### src/rtl/trle_pkg.sv
// trle_pkg: shared types and constants of the run-length text expander
// depends on nothing; imported by the controller, the datapath, the top level, the checker and the bench

package trle_pkg;

    localparam int SymW   = 8;
    localparam int CountW = 7;

    localparam logic [SymW-1:0] DIGIT_LO     = 8'd48;
    localparam logic [SymW-1:0] DIGIT_HI     = 8'd57;
    localparam logic [SymW-1:0] RESET_SYMBOL = 8'd65;

    typedef enum logic [0:0] {
        ST_IDLE,
        ST_EXPAND
    } trle_state_t;

    // controller to datapath
    typedef struct packed {
        logic load_in;
        logic fold_digit;
        logic emit_copy;
        logic emit_symbol;
        logic clear_word;
    } trle_cmd_t;

    // datapath to controller
    typedef struct packed {
        logic is_digit;
        logic more_copies;
        logic eow_held;
        logic out_free;
    } trle_status_t;

endpackage

### src/rtl/trle_ctrl.sv
// trle_ctrl: controller state machine of the run-length text expander
// depends on trle_pkg; drives trle_dp through trle_cmd_t

module trle_ctrl
    import trle_pkg::*;
(
    input  logic         clk,
    input  logic         rst_n,
    input  logic         s_tvalid,
    input  logic         s_tlast,
    output logic         s_tready,
    input  trle_status_t status,
    output trle_cmd_t    cmd
);

    trle_state_t state_reg;
    trle_state_t state_next;
    logic        accept;

    assign accept = s_tvalid && (state_reg == ST_IDLE);

    always_ff @(posedge clk or negedge rst_n)
    begin
        if (!rst_n)
        begin
            state_reg <= ST_IDLE;
        end
        else
        begin
            state_reg <= state_next;
        end
    end

    // next state
    always_comb
    begin
        state_next = state_reg;
        case (state_reg)
            ST_IDLE:
            begin
                if (accept && (s_tlast || !status.is_digit))
                begin
                    state_next = ST_EXPAND;
                end
            end
            ST_EXPAND:
            begin
                if (!status.more_copies && (status.eow_held || status.out_free))
                begin
                    state_next = ST_IDLE;
                end
            end
            default:
            begin
                state_next = ST_IDLE;
            end
        endcase
    end

    // outputs
    always_comb
    begin
        cmd      = '0;
        s_tready = 1'b0;
        case (state_reg)
            ST_IDLE:
            begin
                s_tready = 1'b1;
                if (accept)
                begin
                    if (!s_tlast && status.is_digit)
                    begin
                        cmd.fold_digit = 1'b1;
                    end
                    else
                    begin
                        cmd.load_in = 1'b1;
                    end
                end
            end
            ST_EXPAND:
            begin
                if (status.more_copies)
                begin
                    cmd.emit_copy = status.out_free;
                end
                else if (status.eow_held)
                begin
                    cmd.clear_word = 1'b1;
                end
                else
                begin
                    cmd.emit_symbol = status.out_free;
                end
            end
            default:
            begin
                cmd = '0;
            end
        endcase
    end

endmodule

### src/rtl/trle_dp.sv
// trle_dp: datapath of the run-length text expander (count, held symbol, output register)
// depends on trle_pkg; commanded by trle_ctrl

module trle_dp
    import trle_pkg::*;
#(
    parameter int MAX_COUNT = 64
)
(
    input  logic            clk,
    input  logic            rst_n,
    input  logic [SymW-1:0] s_tdata,
    input  logic            s_tlast,
    input  logic            m_tready,
    output logic            m_tvalid,
    output logic [SymW-1:0] m_tdata,
    output logic            m_tlast,
    input  trle_cmd_t       cmd,
    output trle_status_t    status
);

    localparam logic [9:0] MaxCountW = 10'(MAX_COUNT);

    logic [CountW-1:0] count_reg;
    logic [CountW-1:0] count_next;
    logic [SymW-1:0]   held_reg;
    logic [SymW-1:0]   byte_reg;
    logic              eow_reg;
    logic              m_tvalid_reg;
    logic [SymW-1:0]   m_tdata_reg;
    logic              m_tlast_reg;
    logic [9:0]        count_wide;
    logic [9:0]        folded;

    // count*10 + digit, saturating
    assign count_wide = {3'b000, count_reg};
    assign folded     = (count_wide << 3) + (count_wide << 1) + {6'b000000, s_tdata[3:0]};
    assign count_next = (folded > MaxCountW) ? MaxCountW[CountW-1:0] : folded[CountW-1:0];

    always_comb
    begin
        status.is_digit    = s_tdata inside {[DIGIT_LO:DIGIT_HI]};
        status.more_copies = count_reg > 7'd1;
        status.eow_held    = eow_reg;
        status.out_free    = !m_tvalid_reg || m_tready;
    end

    always_ff @(posedge clk or negedge rst_n)
    begin
        if (!rst_n)
        begin
            count_reg    <= '0;
            held_reg     <= RESET_SYMBOL;
            eow_reg      <= 1'b0;
            m_tvalid_reg <= 1'b0;
        end
        else
        begin
            if (cmd.fold_digit)
            begin
                count_reg <= count_next;
            end
            else if (cmd.emit_copy)
            begin
                count_reg <= count_reg - 7'd1;
            end
            else if (cmd.emit_symbol || cmd.clear_word)
            begin
                count_reg <= '0;
            end

            if (cmd.emit_symbol)
            begin
                held_reg <= byte_reg;
            end
            else if (cmd.clear_word)
            begin
                held_reg <= RESET_SYMBOL;
            end

            if (cmd.load_in)
            begin
                eow_reg <= s_tlast;
            end

            if (cmd.emit_copy || cmd.emit_symbol)
            begin
                m_tvalid_reg <= 1'b1;
            end
            else if (m_tready)
            begin
                m_tvalid_reg <= 1'b0;
            end
        end
    end

    // payload registers
    always_ff @(posedge clk)
    begin
        if (cmd.load_in)
        begin
            byte_reg <= s_tdata;
        end
        if (cmd.emit_copy)
        begin
            m_tdata_reg <= held_reg;
            m_tlast_reg <= eow_reg && (count_reg == 7'd2);
        end
        else if (cmd.emit_symbol)
        begin
            m_tdata_reg <= byte_reg;
            m_tlast_reg <= 1'b1;
        end
    end

    assign m_tvalid = m_tvalid_reg;
    assign m_tdata  = m_tdata_reg;
    assign m_tlast  = m_tlast_reg;

endmodule

### src/rtl/text_run_length_expander_core.sv
// text_run_length_expander_core: top level of the run-length text expander
// depends on trle_pkg, trle_ctrl and trle_dp
//
//  channel  dir  handshake            tdata       tlast
//  s_*      in   s_tvalid/s_tready    symbol_in   end_of_word
//  m_*      out  m_tvalid/m_tready    symbol_out  last_of_run
//
//  a digit request is taken and s_tready stays high
//  a symbol request enters, then emits its copies and the symbol while s_tready is low
//  an end-of-word request enters, emits its copies, then clears the word
//  the single output register stalls the expansion while it holds a byte and m_tready is low
//  reset gives a count of zero and a held symbol of 'A'

module text_run_length_expander_core
    import trle_pkg::*;
#(
    parameter int MAX_COUNT = 64
)
(
    input  logic            clk,
    input  logic            rst_n,
    input  logic            s_tvalid,
    output logic            s_tready,
    input  logic [SymW-1:0] s_tdata,   // [7:0] symbol_in
    input  logic            s_tlast,
    output logic            m_tvalid,
    input  logic            m_tready,
    output logic [SymW-1:0] m_tdata,   // [7:0] symbol_out
    output logic            m_tlast
);

    trle_cmd_t    cmd;
    trle_status_t status;

    trle_ctrl u_ctrl (
        .clk      (clk),
        .rst_n    (rst_n),
        .s_tvalid (s_tvalid),
        .s_tlast  (s_tlast),
        .s_tready (s_tready),
        .status   (status),
        .cmd      (cmd)
    );

    trle_dp #(
        .MAX_COUNT (MAX_COUNT)
    ) u_dp (
        .clk      (clk),
        .rst_n    (rst_n),
        .s_tdata  (s_tdata),
        .s_tlast  (s_tlast),
        .m_tready (m_tready),
        .m_tvalid (m_tvalid),
        .m_tdata  (m_tdata),
        .m_tlast  (m_tlast),
        .cmd      (cmd),
        .status   (status)
    );

endmodule

### config.mk
export PLATFORM = sky130hd
export DESIGN_NAME = text_run_length_expander_core
export DESIGN_NICKNAME = d
export VERILOG_FILES = /design/src/rtl/trle_pkg.sv /design/src/rtl/trle_ctrl.sv /design/src/rtl/trle_dp.sv /design/src/rtl/text_run_length_expander_core.sv
export SDC_FILE = /design/constraint.sdc
export NUM_CORES = 1
export LEC_CHECK = 0
export BUFFER_PORTS_ARGS = -buffer_cell sky130_fd_sc_hd__buf_2
export CAP_MARGIN = 20
export CORE_MARGIN = 5
export CORE_UTILIZATION = 49
export DETAILED_ROUTE_END_ITERATION = 12
export PLACE_DENSITY = 0.75
export SYNTH_ARGS = -nofsm -noshare
export SYNTH_HDL_FRONTEND = slang
export SYNTH_SLANG_ARGS = --single-unit
### constraint.sdc
create_clock -name clk -period 3.53 [get_ports clk]
set_input_delay 0.706 -clock clk [delete_from_list [all_inputs] [get_ports clk]]
set_output_delay 0.706 -clock clk [all_outputs]
set_load 0.03 [all_outputs]
==> flow_summary.json, run 1 <==
{
  "cts_max_path_buffers": 2,
  "initial_core_util": 0.5016,
  "die_y_um": 73.76,
  "final_hold_viol_count": 0,
  "place.gp.congestion": 0.7531,
  "tritoncts": "built",
  "r2r-end": "u_dp.count_reg[6]",
  "avgRoutedWirePerCell_um": 15.76,
  "overflow": 0,
  "crit_arrival_ps": 3150,
  "insertion_delay_ps": 290,
  "finalCritPeriodShare": 0.8450,
  "first_global_vias": 1391,
  "cts_root_buffer": "clkbuf_8",
  "max_cap_viol_count": 0,
  "grt_pass1_wl_um": 6665,
  "use_met1": 0.2151,
  "grt_use_met2": 0.2608,
  "drcViolationCount": 0,
  "place_hpwl_um": 2936,
  "period_minus_slack_ps": 2983,
  "numCtsBuffers": 5,
  "path_class": "register to register",
  "outcome": "finished clean",
  "synth_nets": 201,
  "grt_max_degree": 19,
  "ir_worst_vdd_mv": 0.6779,
  "syn_inst": 170,
  "vias": 1422,
  "die_x_um": 73.76,
  "drive_above_1_share": 0.2512,
  "yosys_register_bits": 35,
  "setup_viol": 0,
  "worst-endpoint-required_ps": 3700,
  "detail_route.first_pass.iterations": 4,
  "cp-startpoint": "u_dp.count_reg[0]",
  "end_kind": "register",
  "synthTopCellsByArea": "edfxtp_1 (26%), dfrtp_1 (20%), ha_1 (10%), inv_1 (2.8%), mux2_1 (2.8%)",
  "rsz0062_at_grt": "no",
  "syn-cell-area_um2": 1992,
  "core_area_um2": 3971,
  "max_freq_mhz": 335.3,
  "nets": 233,
  "clkTransAtPathRegs_ps": 80,
  "htree_levels": 2,
  "numClockSinks": 35,
  "ys_seq_area_frac": 0.4837,
  "wirelength_um": 3987,
  "numPortBuffers": 23,
  "synth_flop_cell": "edfxtp_1",
  "critPathCapture": "u_dp.count_reg[6]",
  "fin_skew_ps": 11.02,
  "track_usage": 0.1670,
  "ant_nets": 0,
  "fin_setup_tns_ps": 0,
  "cp_max_fo": 7,
  "synth_edf_count": 17,
  "busiest_layer": "met2",
  "rr_startpoint": "u_dp.count_reg[0]",
  "ioPinCount": 24,
  "report.final.slew_viol_count": 0,
  "fp-row-count": 23,
  "regToRegSetupSlack_ps": 550,
  "post_cts_resized": 0,
  "drt_iter0_drc": 99,
  "synthToLayoutAreaGrowth_pct": 15.45,
  "tightest_slew_ps": 599.2,
  "ff_latch_area_um2": 963.4,
  "finalPower_mw": 2.592,
  "avgSynthCellArea_um2": 11.72,
  "multi_input_comb_area_um2": 958.4,
  "grt_use_met3": 0.04378,
  "holdCritPathClass": "primary input to async pin",
  "r2r.worst_path.cells": 10,
  "netlist.area_leader.share": 0.2563,
  "power.leakage_nw": 1.044,
  "ys_warn_count": 0,
  "async_flop_share": 0.5143,
  "synth_top_area_cell": "edfxtp_1",
  "antenna_found_initial": 0,
  "synthDistinctLibCells": 51,
  "n_antenna_cell": 0,
  "slew_headroom": 0.5983,
  "p_per_area_nw_per_um2": 1127,
  "dieArea_um2": 5441,
  "routed_via_density": 5.621,
  "holdBufCountCts": 0,
  "post_cts_buffers": 0,
  "cp-start-kind": "register",
  "fill_cells": 329
}
[cells in the mapped netlist, types with 2 or more instances]
master,number
o21ai_0,5
o21ai_1,6
or3_1,2
nand4_1,3
inv_1,15
a22o_1,6
a21oi_1,4
a211oi_1,2
or2_2,2
dfrtp_1,16
a21o_1,2
mux2_2,2
edfxtp_1,17
mux2_1,5
fa_1,2
o21a_1,2
xnor2_1,4
nand2_1,8
nor2_1,12
ha_1,16
buf_2,2
a22oi_1,2
nand3_1,6
dfstp_2,2
[cell type report]
type	count	area share
clock inverters	2	0.01632
flip-flops and latches	35	0.4189
inverters	16	0.02612
clock buffers	6	0.03156
repair buffers	27	0.06311
multi-input cells	117	0.4168
well taps	50	0.02720
[power by group]
| group | switching [mW] | internal [mW] | leakage [nW] |
|---|---|---|---|
| clock network | 0.144 | 0.211 | 0.0514 |
| registers | 0.136 | 0.627 | 0.382 |
| logic | 0.852 | 0.623 | 0.611 |
| total | 1.13 | 1.46 | 1.04 |
[worst min path at each step]
stage | endpoint | slack, ps | startpoint
floorplan | u_ctrl.state_reg | 410 | rst_n
global placement | u_dp.held_reg[5] | 470 | u_dp.byte_reg[5]
detailed placement | u_dp.held_reg[4] | 480 | u_dp.byte_reg[4]
CTS | u_dp.held_reg[5] | 350 | rst_n
global route | u_dp.held_reg[5] | 360 | rst_n
finish | u_dp.held_reg[5] | 340 | rst_n
[logic make-up (layout without fill, tap and decap cells)]
| family | Yosys count | after routing | share of synthesized area |
|---|---|---|---|
| AND/OR/NAND/NOR | 45 | 45 | 0.1363 |
| AO/OA/AOI/OAI | 42 | 42 | 0.1627 |
| flip-flops | 35 | 35 | 0.4837 |
| adder cells (fa/ha/maj) | 18 | 18 | 0.1206 |
| buffers and inverters | 18 | 51 | 0.03517 |
| multiplexers | 7 | 7 | 0.03957 |
| XOR/XNOR | 5 | 5 | 0.02198 |
[worst max-delay path: stages, from the launching register on]
cell and delay, ps:
dfrtp_1 470, inv_1 150, fa_1 510, inv_1 60
fa_1 470, a211oi_1 250, nor2_1 90, o31ai_1 240
xor2_1 300, nand2_1 90, o31a_1 240
[cell usage in the layout (no fill, tap or decap), types with 3 or more instances in the layout]
master | netlist | routed
a21oi_1 | 4 | 4
buf_2 | 2 | 23
edfxtp_1 | 17 | 17
clkbuf_8 | 0 | 5
inv_1 | 15 | 15
nand4_1 | 3 | 3
nor2_1 | 12 | 12
nand3_1 | 6 | 6
mux2_1 | 5 | 5
buf_4 | 0 | 4
ha_1 | 16 | 16
a22o_1 | 6 | 6
xnor2_1 | 4 | 4
nand2_1 | 8 | 8
dfrtp_1 | 16 | 16
o21ai_0 | 5 | 5
o21ai_1 | 6 | 6
[metrics by stage]
stage	hold WS [ps]	util	instance area [µm²]	setup WS, ps	cells
after global placement	467.8	0.5514	2190	301.7	245
after floorplan	410.4	-	1992	489.2	170
after CTS	353.5	0.5791	2300	532.3	253
after detailed placement	478.4	0.5514	2190	279.8	245
final	343.5	0.5791	2300	547.2	253
after global routing	363.1	0.5791	2300	329.8	253
[metal layers]
metal	share of wire	vias up
met5	0	-
met4	0.019	0
met3	0.047	6
met2	0.46	33
met1	0.48	689
li1	-	694
Power figures use the tool's default switching activity.
==> run 2, diff against run 1 <==
- clock period: 3.53 -> 3 ns (I/O delays scaled with it)
==> flow_summary.json, run 2 (synthesis gave the netlist of run 1 again) <==
{
  "holdCritPathClass": "primary input to async pin",
  "max_freq_mhz": 359.0,
  "post_cts_buffers": 0,
  "ant_nets": 0,
  "fin_skew_ps": 6.272,
  "p_per_area_nw_per_um2": 1336,
  "finalCritPeriodShare": 0.9284,
  "outcome": "finished clean",
  "fp-row-count": 23,
  "end_kind": "register",
  "layout_commonest_cell": "buf_2",
  "place_hpwl_um": 3000,
  "numPortBuffers": 23,
  "n_antenna_cell": 0,
  "fin_setup_tns_ps": 0,
  "stdcell_area_um2": 2337,
  "overflow": 0,
  "drive_above_1_share": 0.2754,
  "dieArea_um2": 5441,
  "numCtsBuffers": 5,
  "crit_arrival_ps": 2960,
  "max_cap_viol_count": 0,
  "core_area_um2": 3971,
  "detail_route.first_pass.iterations": 4,
  "wirelength_um": 3997,
  "grt_max_degree": 19,
  "path_class": "primary input to register",
  "place.gp.congestion": 0.7748,
  "tritoncts": "built",
  "ioPinCount": 24,
  "first_global_vias": 1510,
  "final_hold_viol_count": 0,
  "die_x_um": 73.76,
  "htree_levels": 2,
  "tightest_slew_ps": 983.1,
  "numClockSinks": 35,
  "drcViolationCount": 0,
  "worst-endpoint-required_ps": 3180,
  "ir_worst_vdd_mv": 0.7841,
  "die_y_um": 73.76,
  "power.leakage_nw": 1.069,
  "nets": 237,
  "place_area_um2": 2220,
  "cts_root_buffer": "clkbuf_8",
  "avgRoutedWirePerCell_um": 15.55,
  "rsz0062_at_grt": "no",
  "synthToLayoutAreaGrowth_pct": 17.34,
  "initial_core_util": 0.5016,
  "fill_cells": 340,
  "period_minus_slack_ps": 2785,
  "antenna_found_initial": 0,
  "cp-start-kind": "primary input",
  "report.final.slew_viol_count": 0,
  "grt_pass1_wl_um": 6969,
  "cp_max_fo": 2,
  "cts_max_path_buffers": 2,
  "setup_ws_ps": 214.7,
  "drt_iter0_drc": 108,
  "clkTransAtPathRegs_ps": 70,
  "track_usage": 0.1722,
  "vias": 1424,
  "setup_viol": 0,
  "routed_via_density": 5.541,
  "final_cell_mix": "buf_2 (23), edfxtp_1 (17), ha_1 (16), dfrtp_1 (16), inv_1 (15)",
  "insertion_delay_ps": 290,
  "dpl_worst_slack_ps": -149.6,
  "slew_headroom": 0.3417
}
==> run 2: final timing paths <==
path	from	to	slack, ps	cells after the start
setup / recovery	s_tdata[3]	u_dp.count_reg[6]	210	11
setup reg to reg	u_dp.count_reg[0]	u_dp.count_reg[6]	230	10
min in group clk	u_dp.held_reg[6]	u_dp.held_reg[6]	480	2
hold reg to reg	u_dp.held_reg[6]	u_dp.held_reg[6]	480	2
hold / removal	rst_n	u_dp.held_reg[5]	230	1
max in group asynchronous	rst_n	u_dp.held_reg[0]	2440	1
==> run 2: final cells by class <==
cell class | count | area, µm² | share of cell area
Sequential cell | 35 | 963.4 | 0.4122
Tap cell | 50 | 62.56 | 0.02677
Clock buffer | 5 | 68.82 | 0.02944
Inverter | 16 | 60.06 | 0.02570
Multi-Input combinational cell | 117 | 963.4 | 0.4122
Timing Repair Buffer | 31 | 175.2 | 0.07495
Clock inverter | 3 | 43.79 | 0.01874
==> run 2: metal layers <==
metal,vias to the layer above,GRT usage,part of all wire
met2,31,0.2795,0.46
met1,686,0.2105,0.47
met4,0,0.08048,0.018
li1,701,-,-
met5,-,0,0
met3,6,0.04788,0.052
==> run 2: stage by stage <==
stage / std cells / util / hold WS, ps / power (mW)
after global placement: 249 / 0.5589 / 467.6 / 2.653
after global routing: 257 / 0.5885 / 259.7 / 3.401
after CTS: 257 / 0.5873 / 236.7 / 3.137
after detailed placement: 249 / 0.5589 / 472.1 / 2.707
after floorplan: 170 / - / 304.4 / 2.267
final: 257 / 0.5885 / 231.8 / 3.124
==> run 2: critical path: stages <==
cell      delay (ps)
buf_2             80
inv_1             50
fa_1             530
inv_1             70
fa_1             450
a211oi_1         260
nor2_1           100
o31ai_2          200
xor2_1           290
nand2_1           90
o31a_1           230
==> run 2: power by group <==
group          switching, mW  internal [mW]
sequential             0.120          0.739
combinational           1.06          0.786
clock                  0.176          0.247
==> run 2: repair_timing <==
action,CTS,global route
setup endpoints to repair,0,5
hold buffers,0,0
resized for setup,0,1
